### src/rtl/i2a_pkg.sv
`timescale 1ns / 1ps
`default_nettype none

package i2a_pkg;

  localparam int VALUE_W         = 32;
  localparam int NUM_DIGITS      = 10;
  localparam int BCD_W           = 4 * NUM_DIGITS;
  localparam int MAX_CHARS       = 10;
  localparam int STEPS_PER_STAGE = 4;
  localparam int NUM_STAGES      = VALUE_W / STEPS_PER_STAGE;

  localparam logic MODE_HEX = 1'b0;
  localparam logic MODE_DEC = 1'b1;

  localparam logic [6:0] CHAR_ZERO = 7'h30;
  localparam logic [6:0] CHAR_X    = 7'h78;
  localparam logic [6:0] CHAR_A    = 7'h41;

  typedef logic [6:0] char_t;
  typedef logic [3:0] count_t;

  // One word on its way through the conversion pipeline.
  typedef struct packed {
    logic                 mode;
    logic [VALUE_W-1:0]   value;
    logic [VALUE_W-1:0]   bin;
    logic [BCD_W-1:0]     bcd;
  } pipe_word_t;

  function automatic char_t hex_char(input logic [3:0] nib);
    if (nib < 4'd10) begin
      return CHAR_ZERO + 7'(nib);
    end
    return CHAR_A + 7'(nib - 4'd10);
  endfunction

  // Four shift-and-add-3 steps of the binary to BCD conversion.
  function automatic pipe_word_t dabble_stage(input pipe_word_t w);
    pipe_word_t r;
    logic [3:0] dig;
    r = w;
    for (int s = 0; s < STEPS_PER_STAGE; s++) begin
      for (int d = 0; d < NUM_DIGITS; d++) begin
        dig = r.bcd[4*d +: 4];
        if (dig >= 4'd5) begin
          r.bcd[4*d +: 4] = dig + 4'd3;
        end
      end
      {r.bcd, r.bin} = {r.bcd, r.bin} << 1;
    end
    return r;
  endfunction

endpackage

`default_nettype wire

### src/rtl/i2a_bcd_pipe.sv
`timescale 1ns / 1ps
`default_nettype none

module i2a_bcd_pipe import i2a_pkg::*; (
  input  wire logic               clk,
  input  wire logic               rst_n,
  input  wire logic               in_valid,
  output logic                    in_ready,
  input  wire logic [VALUE_W-1:0] in_value,
  input  wire logic               in_mode,
  output logic                    out_valid,
  input  wire logic               out_ready,
  output pipe_word_t              out_word
);

  logic       v_r   [NUM_STAGES];
  pipe_word_t w_r   [NUM_STAGES];
  logic       adv   [NUM_STAGES];
  pipe_word_t first_word;

  // A stage takes a new word when it is empty or its word moves on.
  always_comb begin
    adv[NUM_STAGES-1] = !v_r[NUM_STAGES-1] || out_ready;
    for (int i = NUM_STAGES - 2; i >= 0; i--) begin
      adv[i] = !v_r[i] || adv[i+1];
    end
  end

  always_comb begin
    first_word.mode  = in_mode;
    first_word.value = in_value;
    first_word.bin   = in_value;
    first_word.bcd   = '0;
  end

  always_ff @(posedge clk) begin
    if (!rst_n) begin
      for (int i = 0; i < NUM_STAGES; i++) begin
        v_r[i] <= 1'b0;
      end
    end else begin
      if (adv[0]) begin
        v_r[0] <= in_valid;
      end
      for (int i = 1; i < NUM_STAGES; i++) begin
        if (adv[i]) begin
          v_r[i] <= v_r[i-1];
        end
      end
    end
  end

  always_ff @(posedge clk) begin
    if (adv[0]) begin
      w_r[0] <= dabble_stage(first_word);
    end
    for (int i = 1; i < NUM_STAGES; i++) begin
      if (adv[i]) begin
        w_r[i] <= dabble_stage(w_r[i-1]);
      end
    end
  end

  assign in_ready  = adv[0];
  assign out_valid = v_r[NUM_STAGES-1];
  assign out_word  = w_r[NUM_STAGES-1];

endmodule

`default_nettype wire

### src/rtl/integer_to_ascii_text.sv
`timescale 1ns / 1ps
`default_nettype none

// Channel   Direction  Ports                               Word
// input     in         in_valid, in_ready                  in_value[31:0], in_mode
// result    out        out_valid, out_ready                out_char_code[6:0], out_last
//
// A number enters every cycle while the pipeline has room. It passes through
// the binary to BCD stages and the format stage and then sits in the output
// shifter, which sends one character per cycle while out_ready is high: an
// item's text (1 to 10 characters) holds the result channel until its last one.
// Reset is synchronous and active low; it clears every valid bit.
// A stall on the result side backs up stage by stage; nothing is dropped.

module integer_to_ascii_text import i2a_pkg::*; (
  input  wire logic               clk,
  input  wire logic               rst_n,
  input  wire logic               in_valid,
  output logic                    in_ready,
  input  wire logic [VALUE_W-1:0] in_value,
  input  wire logic               in_mode,
  output logic                    out_valid,
  input  wire logic               out_ready,
  output char_t                   out_char_code,
  output logic                    out_last
);

  logic       pipe_valid;
  logic       pipe_ready;
  pipe_word_t pipe_word;

  // The conversion pipeline works out all ten decimal digits for every word;
  // hex words simply carry their value along.
  i2a_bcd_pipe u_bcd_pipe (
    .clk       (clk),
    .rst_n     (rst_n),
    .in_valid  (in_valid),
    .in_ready  (in_ready),
    .in_value  (in_value),
    .in_mode   (in_mode),
    .out_valid (pipe_valid),
    .out_ready (pipe_ready),
    .out_word  (pipe_word)
  );

  // Format stage: left-aligned characters and the run length.
  logic   fmt_v_r;
  char_t  fmt_chars_r [MAX_CHARS];
  count_t fmt_len_r;
  char_t  fmt_chars_nxt [MAX_CHARS];
  count_t fmt_len_nxt;
  logic   fmt_take;

  // Output shifter: the head character is always at index zero.
  logic   ser_v_r;
  char_t  ser_chars_r [MAX_CHARS];
  count_t ser_cnt_r;
  logic   ser_load;
  logic   out_fire;

  logic [BCD_W-1:0]   bcd_aligned;
  logic [VALUE_W-1:0] hex_aligned;
  count_t             lead;
  logic               hit;
  logic [1:0]         skip;

  assign out_fire = out_valid && out_ready;

  // The shifter reloads when it is empty or when its last character leaves.
  assign ser_load   = fmt_v_r && (!ser_v_r || (out_fire && out_last));
  assign fmt_take   = !fmt_v_r || ser_load;
  assign pipe_ready = fmt_take;

  always_comb begin
    // Count leading zero digits; the lowest digit always shows.
    lead = '0;
    hit  = 1'b0;
    for (int i = 0; i < NUM_DIGITS - 1; i++) begin
      if (!hit) begin
        if (pipe_word.bcd[4*(NUM_DIGITS-1-i) +: 4] == 4'd0) begin
          lead = lead + 4'd1;
        end else begin
          hit = 1'b1;
        end
      end
    end
    bcd_aligned = pipe_word.bcd << {lead, 2'b00};

    // Skip the upper bytes that the value does not reach.
    if (pipe_word.value[31:24] != '0) begin
      skip = 2'd0;
    end else if (pipe_word.value[23:16] != '0) begin
      skip = 2'd1;
    end else if (pipe_word.value[15:8] != '0) begin
      skip = 2'd2;
    end else begin
      skip = 2'd3;
    end
    hex_aligned = pipe_word.value << {skip, 3'b000};

    if (pipe_word.mode == MODE_DEC) begin
      for (int i = 0; i < MAX_CHARS; i++) begin
        fmt_chars_nxt[i] = CHAR_ZERO + 7'(bcd_aligned[4*(NUM_DIGITS-1-i) +: 4]);
      end
      fmt_len_nxt = 4'(MAX_CHARS) - lead;
    end else begin
      fmt_chars_nxt[0] = CHAR_ZERO;
      fmt_chars_nxt[1] = CHAR_X;
      for (int j = 0; j < MAX_CHARS - 2; j++) begin
        fmt_chars_nxt[j+2] = hex_char(hex_aligned[4*(MAX_CHARS-3-j) +: 4]);
      end
      fmt_len_nxt = 4'(MAX_CHARS) - {1'b0, skip, 1'b0};
    end
  end

  always_ff @(posedge clk) begin
    if (!rst_n) begin
      fmt_v_r <= 1'b0;
    end else if (fmt_take) begin
      fmt_v_r <= pipe_valid;
    end
  end

  always_ff @(posedge clk) begin
    if (fmt_take) begin
      fmt_chars_r <= fmt_chars_nxt;
      fmt_len_r   <= fmt_len_nxt;
    end
  end

  always_ff @(posedge clk) begin
    if (!rst_n) begin
      ser_v_r   <= 1'b0;
      ser_cnt_r <= '0;
    end else if (ser_load) begin
      ser_v_r   <= 1'b1;
      ser_cnt_r <= fmt_len_r;
    end else if (out_fire) begin
      ser_v_r   <= !out_last;
      ser_cnt_r <= ser_cnt_r - 4'd1;
    end
  end

  always_ff @(posedge clk) begin
    if (ser_load) begin
      ser_chars_r <= fmt_chars_r;
    end else if (out_fire) begin
      for (int i = 0; i < MAX_CHARS - 1; i++) begin
        ser_chars_r[i] <= ser_chars_r[i+1];
      end
      ser_chars_r[MAX_CHARS-1] <= CHAR_ZERO;
    end
  end

  assign out_valid     = ser_v_r;
  assign out_char_code = ser_chars_r[0];
  assign out_last      = (ser_cnt_r == 4'd1);

endmodule

`default_nettype wire

### config.mk
export PLATFORM = sky130hd
export DESIGN_NAME = integer_to_ascii_text
export DESIGN_NICKNAME = d
export VERILOG_FILES = /design/src/rtl/i2a_pkg.sv /design/src/rtl/i2a_bcd_pipe.sv /design/src/rtl/integer_to_ascii_text.sv
export SDC_FILE = /design/constraint.sdc
export NUM_CORES = 1
export LEC_CHECK = 0
export ABC_AREA = 1
export BUFFER_PORTS_ARGS = -buffer_cell sky130_fd_sc_hd__buf_2
export CAP_MARGIN = 20
export CORE_ASPECT_RATIO = 1.2
export CORE_MARGIN = 4
export CORE_UTILIZATION = 45
export CTS_BUF_LIST = sky130_fd_sc_hd__clkbuf_8
export DETAILED_ROUTE_END_ITERATION = 10
export PLACE_DENSITY = 0.7
export SETUP_SLACK_MARGIN = 0.2
export SLEW_MARGIN = 25
export SYNTH_ARGS = -nofsm -noshare
export SYNTH_HDL_FRONTEND = slang
export SYNTH_SLANG_ARGS = --single-unit
### constraint.sdc
create_clock -name clk -period 15.7 [get_ports clk]
set_clock_uncertainty 0.1 [all_clocks]
set_input_delay 1.57 -clock clk [delete_from_list [all_inputs] [get_ports clk]]
set_output_delay 1.57 -clock clk [all_outputs]
set_load 0.005 [all_outputs]
==> metrics, run 1 <==
post-route antenna net violation count 0; DR vias/cell between 4 and 5; fraction of registers with async set/reset 0; H-tree levels 3; ys flop type edfxtp_1; Data required, critical path 14.03 ns; fraction of layout cells with a size suffix above 1 0.0709; commonest non-fill, non-tap cell in the layout nand2_1; setup TNS 0 ns; Die Width 280 µm; RSZ-0062 raised after global routing false; Routed WL per cell between 10 and 15 µm; root buffer cell clkbuf_8; via count approximately 30000; DRC 0; TritonCTS clock tree yes; Synth area leaders edfxtp_1 44%, nand2_1 12%, ha_1 11%; DR pass1 iterations 8; status complete, no violations; Boundary Pins 47; max_slew headroom 0.359; EDFF count, synth slightly below 600; synthesized area per cell between 8 and 9 µm²; Worst-Skew Late Latency 0.71 ns; # hold bufs at CTS 0; worst path bufs/invs 9; gr ovfl total 0; # Max-Cap Violations 0; IO buf count 46; top cell type by total area after synthesis edfxtp_1; worst min path class flop to flop; R2R cell count 19; Top delay family on crit path buffers and inverters; most frequent cells in the layout 1319 x nand2_1, 942 x inv_1, 587 x edfxtp_1, 363 x nor2_1, 359 x ha_1; initial core utilization 0.455; FP Rows ~120; setup bufs post-CTS 0; global-route wire length before repair roughly 130 mm; DR iter-0 viols approximately 1400; fin crit share 0.533; Die Y roughly 330 µm; final wirelength between 70 and 80 mm; Post-Syn Nets between 5000 and 6000; Pins Over Slew Limit 0; Worst-path clk slew ~0.050 ns; Hold Crit Depth 0; largest net degree at the start of global routing 76; HP Start u_bcd_pipe.w_r[0][75]$_DFFE_PP_; crit-path cells buf_2, nand2_1, o21ai_1, nor2_1, inv_2, nor2_2, nand2_2, buf_4, inv_1, nand2_2, buf_4, nor2_1, inv_2, buf_4, nor2_2, nand2_2, buf_4, nor2_1, nand2_2, buf_2; worst reg-to-reg setup slack 9.91 ns; Worst EP arrival around 6.7 ns; CP max-delay cell nand2_2; crit-path max FO 70; Overall Global Routing Usage 0.161; Critical Path Max Stage Delay ~0.75 ns; post_cts resized 0; cell area after synthesis about 40000 µm²; synth unique cells 55; CTS sink cnt a little under 600; Worst setup EP type primary output; Die Area slightly above 90000 µm²; core area around 88000 µm²; Fmax approximately 120 MHz; minimum clock period about 8.4 ns; number of global-route vias before repair approximately 28000; Final Hold Vio Count 0; clock tree buffer depth 3; sequential element share of the synthesized area 0.445; CP startpoint kind primary input; Post-Synthesis Cells 4859; reg2reg end u_bcd_pipe.w_r[0][69]$_DFFE_PP_; Yosys top cell area share 0.441; Final nets roughly 5400; worst r2r src ser_cnt_r[0]$_SDFFE_PN0P_; crit path kind primary input to primary output; cts bufs inserted just over 100; area delta synth->final 8.83%; flops & latches, synth 594; Worst-Margin Slew 0.958 ns; Hold EP u_bcd_pipe.w_r[0][176]$_DFFE_PP_; # setup viols final 0; DP HPWL ~58 mm; GP Congestion just under 0.9; initial antenna violation count 2; Syn. warnings 0
[metal layers]
| layer | part of all wire | track usage | vias to the layer above |
|---|---|---|---|
| met2 | 0.51 | 0.301 | 454 |
| met5 | 0 | 0 | - |
| met4 | 0.038 | 0.0662 | 0 |
| li1 | - | - | 15800 |
| met1 | 0.41 | 0.182 | 13400 |
| met3 | 0.039 | 0.0263 | 154 |
[sequential cells by signal (all words and copies together) (netlist names)]
register        count
out_char_code       7
fmt_chars_r        65
ser_chars_r        63
fmt_v_r             1
out_valid           1
fmt_len_r           4
u_bcd_pipe.w_r    441
ser_cnt_r           4
u_bcd_pipe.v_r      8
[stage by stage]
step	instances	setup WS, ns	hold slack (ns)	util	area [µm²]
6_report	6198	7.34	0.298	0.495	43500
5_1_grt	6198	6.72	0.298	0.495	43500
4_1_cts	6196	7.16	0.294	0.495	43500
3_5_place_dp	6013	7.18	0.305	0.471	41400
3_3_place_gp	6013	7.31	0.301	0.471	41400
2_1_floorplan	4859	3.81	0.300	-	39900
[cells by family (layout without fill, tap and decap cells)]
| group | after synthesis | count (layout) | synth area share |
|---|---|---|---|
| compound gates | 660 | 660 | 0.0928 |
| buf+inv | 992 | 1180 | 0.0959 |
| fa+ha+maj | 359 | 359 | 0.112 |
| other cells | 0 | 2 | 0 |
| simple gates | 2077 | 2077 | 0.215 |
| flops | 594 | 594 | 0.445 |
| xor+xnor | 177 | 177 | 0.0388 |
[Yosys cell counts, types with 8 or more instances]
| cell type | number |
|---|---|
| o211ai_1 | 15 |
| and2_1 | 8 |
| nand3_1 | 248 |
| nand3b_1 | 30 |
| o21ai_1 | 97 |
| o21ai_0 | 306 |
| o22ai_1 | 10 |
| a31oi_1 | 9 |
| xor2_1 | 158 |
| o21ai_2 | 65 |
| inv_1 | 926 |
| nand2_1 | 1324 |
| ha_1 | 359 |
| inv_2 | 11 |
| xnor2_1 | 19 |
| clkbuf_1 | 25 |
| edfxtp_1 | 587 |
| nand4_1 | 18 |
| nor3_1 | 11 |
| or2_2 | 36 |
| nor2_1 | 363 |
| buf_4 | 10 |
| a21oi_1 | 131 |
| buf_2 | 12 |
[cell type report]
cell class	count	area, µm²
clock inverter	78	592
inverter	938	3520
multi-input combinational	3273	18400
antenna	2	5.00
timing repair buffer	59	328
sequential	594	17800
clock buffer	105	1450
fill	8211	44400
tap	1149	1440
[how the worst max path moves through the flow]
stage / startpoint / to / cells past startpoint / slack, ns
final: out_ready / in_ready / 20 / 7.34
after detailed placement: out_ready / in_ready / 20 / 7.18
after CTS: out_ready / in_ready / 20 / 7.16
after global routing: out_ready / in_ready / 20 / 6.72
after floorplan: out_ready / in_ready / 14 / 3.81
after global placement: out_ready / in_ready / 20 / 7.31
Power of run 1 is not shown: default switching activity piles up to over one toggle a cycle in this logic, so the estimate is an artifact.
==> run 2: changes to the inputs <==
- PLACE_DENSITY: 0.7 -> 0.72
- clock period: 15.7 -> 7.6 ns (I/O delays scaled with it)
==> run 2 against run 1 <==
Against the previous run: final area about the same; worst hold slack lost 0.18 ns; utilization barely moved; first-iteration DRC count up 8.1%; clock-buffer cell count decreased by 4; flip-flop and latch count did not move; wire length fell by 0.34%; critical path type is now flop to flop.
==> metrics, run 2 (same netlist as run 1, synthesis figures left out) <==
DR pass1 iterations 5; Multi-input gate area about 18000 µm²; DR iter-0 viols around 1500; Die Y roughly 330 µm; setup bufs post-CTS 0; DRC 0; DR vias/cell ~4.8; Worst-path clk slew about 0.06 ns; max FFs per register between 400 and 500; post-route antenna net violation count 0; DP HPWL between 50 and 60 mm; Data required, critical path 7.95 ns; worst min path class primary input to flop; fraction of layout cells with a size suffix above 1 0.0708; cts bufs inserted 100; setup TNS 0 ns; status complete, no violations; met3 wire length roughly 3.3 mm; CP startpoint kind flop; # Max-Cap Violations 0; most frequent cells in the layout 1319 x nand2_1, 944 x inv_1, 587 x edfxtp_1, 363 x nor2_1, 359 x ha_1; placed cell count 6014; TritonCTS clock tree yes; fin crit share 0.750; Pins Over Slew Limit 0; global-route wire length before repair around 130 mm; crit-path max FO 31; Worst EP arrival between 6 and 7 ns; Final Hold Vio Count 0; final wirelength around 75 mm; area delta synth->final 8.72%; IO buf count 46; Non-Filler Instances approximately 6200; H-tree levels 3; # hold bufs at CTS 0; largest net degree at the start of global routing 76; Final nets roughly 5400; Overall Global Routing Usage 0.161; gr ovfl total 0; RSZ-0062 raised after global routing false; via count 30000; met2 wire length slightly below 40 mm; number of global-route vias before repair 28100; Routed WL per cell 12.1 µm; CTS sink cnt just under 600; CP max-delay cell edfxtp_1; Worst setup EP type flop; root buffer cell clkbuf_8; commonest non-fill, non-tap cell in the layout nand2_1; Worst-Margin Slew between 0.9 and 1 ns; # setup viols final 0; cell mode on critical path nand2_1; max_slew headroom 0.365; M1 wire length around 31 mm; clock tree buffer depth 3; initial antenna violation count 1; core area around 88000 µm²; post_cts resized 0; register area 17800 µm²; minimum clock period between 5 and 6 ns; FP Rows 119; initial core utilization 0.455; Die Width ~280 µm; filler instances around 8000; Critical Path Max Stage Delay approximately 0.41 ns; Boundary Pins between 40 and 50; Worst-Skew Late Latency ~0.73 ns; Fmax about 180 MHz; crit path kind flop to flop; Die Area 93600 µm²; top routing layer used met4; largest reg by FF count u_bcd_pipe.w_r; biggest regs u_bcd_pipe.w_r (441), fmt_chars_r (65), ser_chars_r (63); GP Congestion between 0.9 and 1
==> run 2: cell types whose count changed in the layout (fill, tap and decap cells not counted), sizes merged <==
cell,previous run,this run
diode,2,1
clkbuf,105,101
inv,962,965
bufinv,9,6
clkinv,42,52
buf,59,60
clkinvlp,3,4
==> run 2: stage by stage <==
step	area, µm²	hold slack (ns)	worst slack [ns]	util
final	43400	0.118	1.90	0.494
after global routing	43400	0.0552	1.34	0.494
after CTS	43400	0.0246	1.94	0.494
after detailed placement	41400	0.305	1.98	0.472
after global placement	41400	0.301	2.08	0.472
after floorplan	40000	0.300	0.342	-
==> run 2: final timing paths <==
path / start / endpoint / slack (ns) / depth (start not counted)
hold reg to reg: u_bcd_pipe.w_r[0][283]$_DFFE_PP_ / u_bcd_pipe.w_r[0][384]$_DFFE_PP_ / 0.30 / 0
hold / removal: in_value[18] / u_bcd_pipe.w_r[0][86]$_DFFE_PP_ / 0.12 / 1
setup reg to reg: u_bcd_pipe.w_r[1][338]$_DFFE_PP_ / fmt_chars_r[50]$_DFFE_PP_ / 1.90 / 35
setup / recovery: u_bcd_pipe.w_r[1][338]$_DFFE_PP_ / fmt_chars_r[50]$_DFFE_PP_ / 1.90 / 35
==> run 2: critical path, delay by kind of cell (launching register included) <==
kind,cells,cell delay (ns)
AO/OA/AOI/OAI,2,0.27
adder cells (fa/ha/maj),6,1.55
flip-flops,1,0.41
AND/OR/NAND/NOR,19,2.29
XOR/XNOR,1,0.14
buffers and inverters,7,0.63
==> run 2: layer usage <==
| metal | vias to the layer above | global-route usage |
|---|---|---|
| li1 | 15900 | - |
| met1 | 13600 | 0.185 |
| met2 | 470 | 0.300 |
| met3 | 129 | 0.0254 |
| met4 | 0 | 0.0600 |
| met5 | - | 0 |
==> run 2: layout make-up <==
type	instances	area share
well taps	1149	0.0331
repair buffers	60	0.00772
clock buffers	101	0.0320
flip-flops and latches	594	0.409
diodes	1	0.0000576
multi-input cells	3273	0.423
clock inverters	89	0.0135
inverters	938	0.0813
Power of run 2 is left out for the same reason.
==> run 3: changes to the inputs <==
- clock period: 7.6 -> 4.6 ns (I/O delays scaled with it)
==> run 3 against run 2 <==
Against the previous run: first-iteration DRC count is 3.6% higher; the flow now finishes with violations (setup timing); fmax is 21% higher; critical path depth stayed put; utilization is 3.2 points higher.
==> metrics, run 3 (same netlist as run 1, synthesis figures left out) <==
status finished with violations; core area slightly below 90000 µm²; via count between 30000 and 40000; Pins Over Slew Limit 0; most frequent cells in the layout 1276 x nand2_1, 934 x inv_1, 587 x edfxtp_1, 349 x ha_1, 345 x nor2_1; max FFs per register approximately 440; GP Congestion 0.963; Die Y about 330 µm; area delta synth->final 15.7%; Worst-Margin Slew between 0.9 and 1 ns; # setup viols final 21; worst min path class primary input to flop; DR vias/cell a little under 5; number of global-route vias before repair between 20000 and 30000; H-tree levels 3; Die Area 93600 µm²; Overall Global Routing Usage 0.167; Die Width between 200 and 300 µm; Boundary Pins 47; Final nets ~5500; RSZ-0062 raised after global routing true; Critical Path Max Stage Delay 0.40 ns; CTS sink cnt slightly below 600; violated checks setup timing; DR pass1 iterations 7; Worst EP arrival approximately 5.1 ns; commonest non-fill, non-tap cell in the layout nand2_1; initial antenna violation count 1; crit path kind flop to flop; Worst setup EP type flop; cts bufs inserted slightly below 100; final wirelength about 80 mm; final core occ 0.526; TritonCTS clock tree yes; IO buf count 46; Routed WL per cell around 13 µm; DP HPWL between 60 and 70 mm; CP max-delay cell edfxtp_1; post-route antenna net violation count 0; DRC 0; minimum clock period 4.69 ns; largest reg by FF count u_bcd_pipe.w_r; FP Rows 119; Final Hold Vio Count 0; gr ovfl total 0; fin crit share 1.02; largest net degree at the start of global routing 73; root buffer cell clkbuf_8; # Max-Cap Violations 0; Data required, critical path between 4 and 5 ns; initial core utilization 0.455; max_slew headroom 0.359; biggest regs u_bcd_pipe.w_r (441), fmt_chars_r (65), ser_chars_r (63); global-route wire length before repair approximately 130 mm; Worst-path clk slew 0.06 ns; Worst-Skew Late Latency 0.71 ns; fraction of layout cells with a size suffix above 1 0.135; CP startpoint kind flop; Final WS setup -0.0910 ns; Fmax roughly 210 MHz; crit-path max FO 6; DR iter-0 viols 1598; clock tree buffer depth 3
-- run 3: cell types whose count changed in the layout (fill, tap and decap cells not counted), sizes merged --
cell         previous run  this run
clkinvlp                4         7
inv                   965       967
nand2                1333      1334
buf                    60       192
dlygate4sd3             0        34
clkinv                 52        40
clkbuf                101        99
-- run 3: final timing paths --
kind,start,slack (ns),depth (start not counted),end
worst max-delay path,u_bcd_pipe.w_r[1][338]$_DFFE_PP_,-0.09,35,fmt_len_r[3]$_DFFE_PP_
worst min-delay path,rst_n,0.09,3,ser_cnt_r[0]$_SDFFE_PN0P_
worst max register to register,u_bcd_pipe.w_r[1][338]$_DFFE_PP_,-0.09,35,fmt_len_r[3]$_DFFE_PP_
worst min register to register,u_bcd_pipe.w_r[0][280]$_DFFE_PP_,0.30,0,u_bcd_pipe.w_r[0][381]$_DFFE_PP_
-- run 3: repair_timing --
item                                    4_1_cts  5_1_grt
pin swaps                                    21       75
buffers inserted                             11       58
hold endpoints to repair                     37        0
cloned                                        2        0
resized for setup                            27      229
hold buffers                                 34        0
endpoints found under the setup margin       46      181
-- run 3: per-layer routing --
layer,global-route usage,up-vias,share of wire
met5,0,-,0
met4,0.0747,0,0.043
met3,0.0269,183,0.040
met2,0.313,523,0.52
met1,0.184,14100,0.40
li1,-,16100,-
-- run 3: stage by stage --
| stage | hold WS [ns] | area (µm²) | setup TNS [ns] | cells | worst slack [ns] |
|---|---|---|---|---|---|
| 2_1_floorplan | 0.300 | 40200 | -150.46 | 4859 | -1.17 |
| 3_3_place_gp | 0.300 | 42200 | -9.90 | 6076 | -0.305 |
| 3_5_place_dp | 0.305 | 42200 | -10.51 | 6076 | -0.323 |
| 4_1_cts | 0.0220 | 44700 | -0.659 | 6304 | -0.0724 |
| 5_1_grt | 0.0732 | 46200 | -8.09 | 6363 | -0.314 |
| 6_report | 0.0914 | 46200 | -0.808 | 6363 | -0.0910 |
-- run 3: area by class of cell --
| class | count | area, µm² |
|---|---|---|
| inverter | 938 | 3550 |
| tap | 1149 | 1440 |
| clock buffer | 99 | 1360 |
| clock inverter | 82 | 539 |
| antenna | 1 | 2.50 |
| sequential | 594 | 17800 |
| multi-input combinational | 3274 | 19700 |
| timing repair buffer | 226 | 1780 |
| fill | 7856 | 41700 |
-- run 3: worst max-delay path: cells and delay by family (launching register included) --
family	cells	cell delay [ns]
AND/OR/NAND/NOR	15	1.42
buffers and inverters	9	0.59
XOR/XNOR	1	0.16
adder cells (fa/ha/maj)	6	1.34
flip-flops	1	0.40
AO/OA/AOI/OAI	4	0.46
Power of run 3 is left out for the same reason.
